[config.mk]
export PLATFORM = sky130hd
export DESIGN_NAME = trnc_ctrl
export DESIGN_NICKNAME = d
export VERILOG_FILES = /design/src/rtl/tree_routing_node_controller_core_macros.svh /design/src/rtl/trnc_pkg.sv /design/src/rtl/trnc_ctrl.sv
export SDC_FILE = /design/constraint.sdc
export NUM_CORES = 1
export LEC_CHECK = 0
export BUFFER_PORTS_ARGS = -buffer_cell sky130_fd_sc_hd__buf_4
export CAP_MARGIN = 10
export CELL_PAD_IN_SITES_DETAIL_PLACEMENT = 1
export CELL_PAD_IN_SITES_GLOBAL_PLACEMENT = 1
export CORE_MARGIN = 2
export CORE_UTILIZATION = 37
export CTS_BUF_LIST = sky130_fd_sc_hd__clkbuf_16
export DETAILED_ROUTE_END_ITERATION = 10
export HOLD_SLACK_MARGIN = 0.03
export PLACE_DENSITY_LB_ADDON = 0.3
export SLEW_MARGIN = 20
export SYNTH_ARGS = -nofsm -noshare
export SYNTH_HDL_FRONTEND = slang
export SYNTH_SLANG_ARGS = --single-unit
[constraint.sdc]
create_clock -name i_clk -period 2.34 [get_ports i_clk]
set_clock_uncertainty 0.1 [all_clocks]
set_input_delay 0.702 -clock i_clk [delete_from_list [all_inputs] [get_ports i_clk]]
set_output_delay 0.702 -clock i_clk [all_outputs]
set_load 0.01 [all_outputs]
[src/rtl/tree_routing_node_controller_core_macros.svh]
// ----------------------------------------------------------------------------
// Assertion macros for the tree routing node controller
// Shared helpers for concurrent checks, clocked on i_clk, gated by reset.
// ----------------------------------------------------------------------------
`ifndef TREE_ROUTING_NODE_CONTROLLER_CORE_MACROS_SVH
`define TREE_ROUTING_NODE_CONTROLLER_CORE_MACROS_SVH

// same-cycle implication
`define TRNC_ASSERT_SAME(lbl, ante, cons, msg) \
    lbl: assert property (@(posedge i_clk) disable iff (!i_rst_n) (ante) |-> (cons)) \
        else $error(msg);

// next-cycle implication
`define TRNC_ASSERT_NEXT(lbl, ante, cons, msg) \
    lbl: assert property (@(posedge i_clk) disable iff (!i_rst_n) (ante) |=> (cons)) \
        else $error(msg);

`endif

[src/rtl/trnc_pkg.sv]
// ----------------------------------------------------------------------------
// trnc_pkg
// Types, constants and helpers shared by the node controller modules.
// ----------------------------------------------------------------------------
package trnc_pkg;

    localparam int CHILD_SLOTS = 4;
    // power of two: node slot is the low address bits
    localparam int NODE_SLOTS  = 256;
    localparam int NODE_AW     = $clog2(NODE_SLOTS);
    localparam int CHILD_AW    = (CHILD_SLOTS > 1) ? $clog2(CHILD_SLOTS) : 1;
    localparam int CCNT_W      = $clog2(CHILD_SLOTS + 1);
    localparam int IDX_W       = (NODE_AW > CCNT_W) ? NODE_AW : CCNT_W;
    localparam int MAX_RES     = 6;
    localparam int QCNT_W      = $clog2(MAX_RES + 1);
    localparam int QIDX_W      = $clog2(MAX_RES);
    localparam int AGE_W       = 2;
    localparam int ADDR_W      = 16;
    localparam int CFG_IDX_W   = 2;

    localparam logic [AGE_W-1:0] AGE_FULL = 2'd3;

    // request types
    localparam logic [1:0] REQ_TICK   = 2'd0;
    localparam logic [1:0] REQ_BUTTON = 2'd1;
    localparam logic [1:0] REQ_BCAST  = 2'd2;
    localparam logic [1:0] REQ_UCAST  = 2'd3;

    // packet kinds
    localparam logic [3:0] K_DISCOVER  = 4'd0;
    localparam logic [3:0] K_HELLO_ORP = 4'd1;
    localparam logic [3:0] K_HELLO_CHD = 4'd2;
    localparam logic [3:0] K_ADOPT     = 4'd3;
    localparam logic [3:0] K_ACK       = 4'd4;
    localparam logic [3:0] K_ABANDON   = 4'd5;
    localparam logic [3:0] K_DATA      = 4'd6;
    localparam logic [3:0] K_OPEN      = 4'd7;
    localparam logic [3:0] K_CLOSE     = 4'd8;

    // config register indexes
    localparam logic [CFG_IDX_W-1:0] CFG_OWN    = 2'd0;
    localparam logic [CFG_IDX_W-1:0] CFG_SERVER = 2'd1;
    localparam logic [CFG_IDX_W-1:0] CFG_PHASE  = 2'd2;

    typedef struct packed {
        logic [1:0]        req_type;
        logic [ADDR_W-1:0] from_address;
        logic [3:0]        packet_kind;
        logic [ADDR_W-1:0] packet_source;
        logic [ADDR_W-1:0] packet_dest;
        logic [15:0]       packet_payload;
        logic [15:0]       sensor_value;
    } t_req;

    typedef struct packed {
        logic              send_valid;
        logic              is_broadcast;
        logic [ADDR_W-1:0] next_hop;
        logic [3:0]        out_kind;
        logic [ADDR_W-1:0] out_source;
        logic [ADDR_W-1:0] out_dest;
        logic [15:0]       out_payload;
        logic              valve_open;
        logic              parent_known;
        logic              last_result;
    } t_res;

    typedef struct packed {
        logic              bcast;
        logic [ADDR_W-1:0] hop;
        logic [3:0]        kind;
        logic [ADDR_W-1:0] src;
        logic [ADDR_W-1:0] dst;
        logic [15:0]       pay;
    } t_qent;

    typedef enum logic [4:0] {
        OP_NOP, OP_LATCH, OP_CLEAR, OP_EMIT_DATA, OP_AGE_RD, OP_AGE_WR,
        OP_CH_RD, OP_CH_CHK, OP_CH_END, OP_PAR_RD, OP_ABANDON, OP_DROP_END,
        OP_DISCOVER, OP_ROUND, OP_BCAST, OP_UNI, OP_UNI_HELLO, OP_RELAY,
        OP_DRAIN
    } t_op;

    typedef struct packed {
        t_op  op;
        logic idx_rst;
    } t_cmd;

    typedef struct packed {
        logic       idx_end;
        logic       ch_done;
        logic       age_zero;
        logic       parent_valid;
        logic [1:0] req_type;
        logic [3:0] kind;
        logic       to_own;
        logic       to_server;
        logic       q_last;
    } t_stat;

    function automatic logic [NODE_AW-1:0] slot(input logic [ADDR_W-1:0] a);
        return a[NODE_AW-1:0];
    endfunction

endpackage

[src/rtl/trnc_ctrl.sv]
// ----------------------------------------------------------------------------
// trnc_ctrl
// Sequencer: steps the datapath through one transaction at a time.
// ----------------------------------------------------------------------------
module trnc_ctrl (
    input  logic            i_clk,
    input  logic            i_rst_n,
    input  logic            start,
    input  trnc_pkg::t_stat i_stat,
    output trnc_pkg::t_cmd  o_cmd,
    output logic            busy
);

    typedef enum logic [15:0] {
        S_CLEAR     = 16'h0001,
        S_IDLE      = 16'h0002,
        S_DISPATCH  = 16'h0004,
        S_AGE_RD    = 16'h0008,
        S_AGE_WR    = 16'h0010,
        S_CH_RD     = 16'h0020,
        S_CH_CHK    = 16'h0040,
        S_PAR_RD    = 16'h0080,
        S_PAR_CHK   = 16'h0100,
        S_ABANDON   = 16'h0200,
        S_DISC      = 16'h0400,
        S_ROUND     = 16'h0800,
        S_UNI       = 16'h1000,
        S_UNI_HELLO = 16'h2000,
        S_RELAY     = 16'h4000,
        S_DRAIN     = 16'h8000
    } t_state;

    t_state r_state, n_state;

    always_comb begin
        n_state       = r_state;
        o_cmd.op      = trnc_pkg::OP_NOP;
        o_cmd.idx_rst = 1'b0;
        case (r_state)
            S_CLEAR: begin
                o_cmd.op = trnc_pkg::OP_CLEAR;
                if (i_stat.idx_end) begin
                    o_cmd.idx_rst = 1'b1;
                    n_state       = S_IDLE;
                end
            end
            S_IDLE: begin
                if (start) begin
                    o_cmd.op      = trnc_pkg::OP_LATCH;
                    o_cmd.idx_rst = 1'b1;
                    n_state       = S_DISPATCH;
                end
            end
            S_DISPATCH: begin
                case (i_stat.req_type)
                    trnc_pkg::REQ_TICK:   n_state = S_AGE_RD;
                    trnc_pkg::REQ_BUTTON: begin
                        o_cmd.op = trnc_pkg::OP_EMIT_DATA;
                        n_state  = S_AGE_RD;
                    end
                    trnc_pkg::REQ_BCAST: begin
                        o_cmd.op = trnc_pkg::OP_BCAST;
                        n_state  = S_DRAIN;
                    end
                    default: n_state = S_UNI;
                endcase
            end
            S_AGE_RD: begin
                o_cmd.op = trnc_pkg::OP_AGE_RD;
                n_state  = S_AGE_WR;
            end
            S_AGE_WR: begin
                o_cmd.op = trnc_pkg::OP_AGE_WR;
                if (i_stat.idx_end) begin
                    o_cmd.idx_rst = 1'b1;
                    n_state       = S_CH_RD;
                end else begin
                    n_state = S_AGE_RD;
                end
            end
            S_CH_RD: begin
                if (i_stat.ch_done) begin
                    o_cmd.op = trnc_pkg::OP_CH_END;
                    n_state  = S_PAR_RD;
                end else begin
                    o_cmd.op = trnc_pkg::OP_CH_RD;
                    n_state  = S_CH_CHK;
                end
            end
            S_CH_CHK: begin
                o_cmd.op = trnc_pkg::OP_CH_CHK;
                n_state  = S_CH_RD;
            end
            S_PAR_RD: begin
                o_cmd.idx_rst = 1'b1;
                if (i_stat.parent_valid) begin
                    o_cmd.op = trnc_pkg::OP_PAR_RD;
                    n_state  = S_PAR_CHK;
                end else begin
                    n_state = S_DISC;
                end
            end
            S_PAR_CHK: n_state = i_stat.age_zero ? S_ABANDON : S_DISC;
            S_ABANDON: begin
                if (i_stat.ch_done) begin
                    o_cmd.op      = trnc_pkg::OP_DROP_END;
                    o_cmd.idx_rst = 1'b1;
                    n_state = (i_stat.req_type == trnc_pkg::REQ_UCAST) ? S_DRAIN : S_DISC;
                end else begin
                    o_cmd.op = trnc_pkg::OP_ABANDON;
                end
            end
            S_DISC: begin
                o_cmd.op = trnc_pkg::OP_DISCOVER;
                n_state  = (i_stat.req_type == trnc_pkg::REQ_TICK) ? S_ROUND : S_DRAIN;
            end
            S_ROUND: begin
                o_cmd.op = trnc_pkg::OP_ROUND;
                n_state  = S_DRAIN;
            end
            S_UNI: begin
                o_cmd.op = trnc_pkg::OP_UNI;
                if (i_stat.to_own) begin
                    if (i_stat.kind == trnc_pkg::K_HELLO_ORP ||
                        i_stat.kind == trnc_pkg::K_HELLO_CHD) begin
                        n_state = S_UNI_HELLO;
                    end else if (i_stat.kind == trnc_pkg::K_ABANDON) begin
                        n_state = S_ABANDON;
                    end else begin
                        n_state = S_DRAIN;
                    end
                end else if (i_stat.to_server) begin
                    n_state = S_DRAIN;
                end else begin
                    n_state = S_RELAY;
                end
            end
            S_UNI_HELLO: begin
                o_cmd.op = trnc_pkg::OP_UNI_HELLO;
                n_state  = S_DRAIN;
            end
            S_RELAY: begin
                o_cmd.op = trnc_pkg::OP_RELAY;
                n_state  = S_DRAIN;
            end
            S_DRAIN: begin
                o_cmd.op = trnc_pkg::OP_DRAIN;
                if (i_stat.q_last) begin
                    n_state = S_IDLE;
                end
            end
            default: n_state = S_IDLE;
        endcase
    end

    always_ff @(posedge i_clk) begin
        if (!i_rst_n) begin
            r_state <= S_CLEAR;
        end else begin
            r_state <= n_state;
        end
    end

    assign busy = (r_state != S_IDLE);

endmodule

==> results of run 1 <==
==> synthesized netlist by cell type (4+ instances only) <==
cell and instances:
nor2_1 19, nand2_1 11, nor3_1 7, nand4_1 5
inv_1 5, nor4_1 6, nand2b_1 7, nor2b_1 5
ha_1 5, o21ai_0 5, nand3_1 6, nor3b_1 5
a21oi_1 4, dfxtp_1 16
==> through the flow <==
step / setup slack, ns / hold WS [ns] / util (%) / instance area [um2]
floorplan: -0.116 / 0.444 / - / 1320
global placement: -0.358 / 0.622 / 58.4 / 1970
detailed placement: -0.404 / 0.635 / 58.4 / 1970
CTS: -0.463 / 0.528 / 66.7 / 2240
==> repair_timing <==
action,4_1_cts
gates resized for setup,34
hold buffers,0
pin swaps,11
setup endpoints to repair,9
setup buffers,8
==> kinds of logic after synthesis <==
| kind of cell | after synthesis | share of synthesized area, % |
|---|---|---|
| flip-flops | 16 | 24.4 |
| AO/OA/AOI/OAI | 26 | 14.7 |
| adder cells (fa/ha/maj) | 5 | 4.77 |
| AND/OR/NAND/NOR | 98 | 50.1 |
| buffers and inverters | 6 | 2.00 |
| XOR/XNOR | 6 | 4.00 |
==> run_results.csv, run 1 <==
group,metric,value,unit
placement,place_inst,281,
floorplan,start_util,39.0,%
sta,worst_endpoint_kind,"output port",
synth,synth-seq-cells,16,
cts,htreeDepth,1,
status,run_status,"did not finish",
status,lastStage,"global routing (5_1_grt)",
cts,cts_sinks,16,
synth,yosysSeqAreaShare,24.4,%
synth,yosysWarnings,0,
cts,numCtsBuffers,3,
synth,synth_flop_cell,"dfxtp_1",
floorplan,die_y,63.6,um
sta,worst_endpoint,"o_cmd[3]",
status,error,"[ERROR DPL-0033] detailed placement checks failed during check placement.",
cts,root_buffer,"clkbuf_16",
synth,synthDistinctLibCells,47,
synth,syn_area,1310,um2
floorplan,rows,21,
placement,globalplace.congestion,0.949,
synth,synthArstFlopShare,0,%
global_route,grt_max_degree,10,
synth,avgSynthCellArea,8.36,um2
floorplan,pin_count,23,
global_route,antenna_found_initial,0,
synth,syn_nets,178,
placement,dp_hpwl,4370,um
synth,yosysTopAreaCell,"dfxtp_1",
synth,synth-edff-count,0,
placement,io_buffers,22,
synth,synth.area.top_cells,"dfxtp_1 24%, nor2_1 5.4%, ha_1 4.8%",
synth,postSynthCellCount,157,
cts,cts_buffer_depth,2,
synth,synth_top_area_share,24.4,%
floorplan,die_w,63.6,um
==> run 2: changes to the inputs <==
--- a/config.mk
+++ b/config.mk
@@ -7,14 +7,10 @@
 export LEC_CHECK = 0
 export BUFFER_PORTS_ARGS = -buffer_cell sky130_fd_sc_hd__buf_4
 export CAP_MARGIN = 10
-export CELL_PAD_IN_SITES_DETAIL_PLACEMENT = 1
-export CELL_PAD_IN_SITES_GLOBAL_PLACEMENT = 1
 export CORE_MARGIN = 2
-export CORE_UTILIZATION = 37
-export CTS_BUF_LIST = sky130_fd_sc_hd__clkbuf_16
+export CORE_UTILIZATION = 35
 export DETAILED_ROUTE_END_ITERATION = 10
-export HOLD_SLACK_MARGIN = 0.03
-export PLACE_DENSITY_LB_ADDON = 0.3
+export PLACE_DENSITY_LB_ADDON = 0.15
 export SLEW_MARGIN = 20
 export SYNTH_ARGS = -nofsm -noshare
 export SYNTH_HDL_FRONTEND = slang
==> constraint.sdc (replaced) <==
create_clock -name i_clk -period 3.05 [get_ports i_clk]
set_clock_uncertainty 0.1 [all_clocks]
set_input_delay 0.915 -clock i_clk [delete_from_list [all_inputs] [get_ports i_clk]]
set_output_delay 0.915 -clock i_clk [all_outputs]
set_load 0.01 [all_outputs]
==> run 2 against run 1 <==
The flow now finishes, with violations (negative setup slack). Synthesized cell count unchanged. Synthesized area unchanged.
==> run_results.csv, run 2 <==
group,metric,value,unit
layout,final_cell_mix,"46 x buf_4, 17 x nor2_1, 11 x nand2_1, 10 x dfxtp_1, 7 x nand2b_1",
global_route,grt_pass1_vias,1365,
global_route,antenna_found_initial,0,
layout,fin_util,53.0,%
synth,yosysTopAreaCell,"dfxtp_1",
worst_setup_path,path_class,"reg -> out",
detailed_routing,routed_wl,4050,um
sta,timing.final.ws_setup,-0.0837,ns
pwr,cellLeakagePower,0.000811,uW
floorplan,pin_count,23,
synth,synth.area.top_cells,"dfxtp_1 24%, nor2_1 5.4%, ha_1 4.8%",
layout,reg.largest.list,"r_state (16)",
synth,synthDistinctLibCells,47,
placement,globalplace.congestion,0.910,
cts,clkTransAtPathRegs,0.07,ns
synth,synth_top_area_share,24.4,%
pwr,ir_drop,0.000174,V
cts,cts_tree,"done",
worst_setup_path,slowest_stage,"or4_4",
global_route,grt_usage,19.1,%
cts,cts_hold_buf,0,
layout,largest_reg_flops,16,
worst_setup_path,crit_chain,"or4_4 > nor3_4 > and2_4 > buf_6 > a211oi_2 > nand4_1 > buf_4",
worst_setup_path,path_delay_family,"simple AND/OR/NAND/NOR gates",
floorplan,die_w,65.2,um
sta,max_freq,319,MHz
synth,postSynthCellCount,157,
layout,fillCellCount,356,
worst_setup_path,cp.buffers_inverters,2,
synth,avgSynthCellArea,8.36,um2
floorplan,die_y,65.2,um
floorplan,start_util,36.1,%
synth,yosysWarnings,0,
sta,relSlewSlack,55.7,%
sta,final-hold-violation-count,0,
sta,layout_min_cycle_time,3.13,ns
cts,clock_latency,0.26,ns
cts,root_buffer,"clkbuf_8",
sta,setup-violations-final,3,
run,cap_violations,0,
sta,finalMaxSlewViolations,0,
layout,final_common_cell,"buf_4",
floorplan,core_area,3630,um2
detailed_routing,wl_per_cell,15.9,um
detailed_routing,dr.pass1.iters,4,
sta,tns,-0.207,ns
placement,place_ws,-0.189,ns
synth,syn_nets,178,
cts,cts_buffer_depth,2,
floorplan,die-area,4260,um2
detailed_routing,dr.first_iter.drc_count,73,
status,violations,"negative setup slack",
synth,synth-seq-cells,16,
synth,synthArstFlopShare,0,%
layout,diodes,0,
detailed_routing,drc,0,
worst_setup_path,arrival,2.12,ns
cts,htreeDepth,1,
worst_setup_path,worstPathMaxFanout,4,
synth,syn_area,1310,um2
cts,numCtsBuffers,3,
worst_setup_path,critPathMaxStageDelay,0.56,ns
placement,io_buffers,22,
layout,drive_gt1_share,44.4,%
detailed_routing,vias,1434,
layout,nets,229,
synth,yosysSeqAreaShare,24.4,%
detailed_routing,viasPerCell,5.62,
synth,synth_common_cells,"19 x nor2_1, 16 x dfxtp_1, 11 x nand2_1, 7 x nand2b_1, 7 x nor3_1",
worst_setup_path,critPathCaptureType,"output pin",
pwr,total_power,532,uW
pwr,p_per_area,276,nW/um2
sta,max_slew.worst_pin.slew,0.655,ns
layout,syn_to_final_growth,46.7,%
sta,fin_crit_sh,103,%
layout,regMostFlops,"r_state",
worst_setup_path,cp_data_required_time,2.03,ns
worst_setup_path,cp-start-kind,"register",
synth,yosysMostFrequentCell,"nor2_1",
floorplan,rows,22,
hold_path,hold_class,"reg -> reg",
synth,synth_flop_cell,"dfxtp_1",
sta,rsz0062_at_grt,"yes",
status,run_status,"finished with violations",
placement,dp_hpwl,3040,um
global_route,grt_max_degree,10,
sta,whs,0.517,ns
detailed_routing,drtAntennaViolNets,0,
global_route,overflow,0,
global_route,grt_pass1_wl,6310,um
cts,cts_sinks,16,
synth,synth-edff-count,0,
run 2: cell counts after synthesis:
No cell type changed its count.
run 2: power breakdown:
| part | internal [uW] | switching [uW] | total, uW |
|---|---|---|---|
| logic | 59.3 | 60.8 | 120 |
| clock network | 115 | 83.5 | 198 |
| registers | 209 | 4.14 | 213 |
run 2: routing by layer:
layer	GRT usage, %	vias to the layer above	routed length (um)
li1	-	701	-
met1	24.4	684	1780
met2	33.5	41	2000
met3	2.40	8	197
met4	5.47	0	75
met5	0	-	0
run 2: final cells by class:
type                            instances  area, um2  share of cell area (%)
Timing Repair Buffer                   47        357                    18.5
Inverter                                5       18.8                   0.975
Clock buffer                            4       55.1                    2.86
Tap cell                               48       60.1                    3.12
Multi-Input combinational cell        135       1100                    57.1
Sequential cell                        16        335                    17.4
run 2: worst paths after layout:
kind | start | end | slack [ns] | cells after the start
max | r_state[5] | o_cmd[1] | -0.08 | 7
min | r_state[3] | r_state[4] | 0.52 | 1
max reg2reg | r_state[9] | r_state[4] | 0.78 | 8
min reg2reg | r_state[3] | r_state[4] | 0.52 | 1
run 2: worst register-to-register path: stages, from the launching register on:
cell	delay (ns)
dfxtp_1	0.32
buf_4	0.15
nor4_4	0.40
buf_4	0.20
nand3_1	0.15
nor3_1	0.33
nand2b_1	0.25
nor3_2	0.08
and4_1	0.20
run 2: logic make-up after synthesis:
logic type      after synthesis  synth area share [%]
buf+inv                       6                  2.00
compound gates               26                  14.7
xor+xnor                      6                  4.00
simple gates                 98                  50.1
fa+ha+maj                     5                  4.77
flops                        16                  24.4
run 2: timing repair:
item / 4_1_cts / 5_1_grt
resized for setup: 18 / 19
pin swaps: 6 / 10
buffers inserted: 7 / 4
endpoints found under the hold margin: 0 / 0
endpoints found under the setup margin: 5 / 6
run 2: per-stage QoR:
stage,instance area [um2],cells
floorplan,1310,157
global placement,1640,241
detailed placement,1640,241
CTS,1800,251
global route,1930,255
finish,1930,255
No activity file was read; power rests on OpenSTA's default activity.
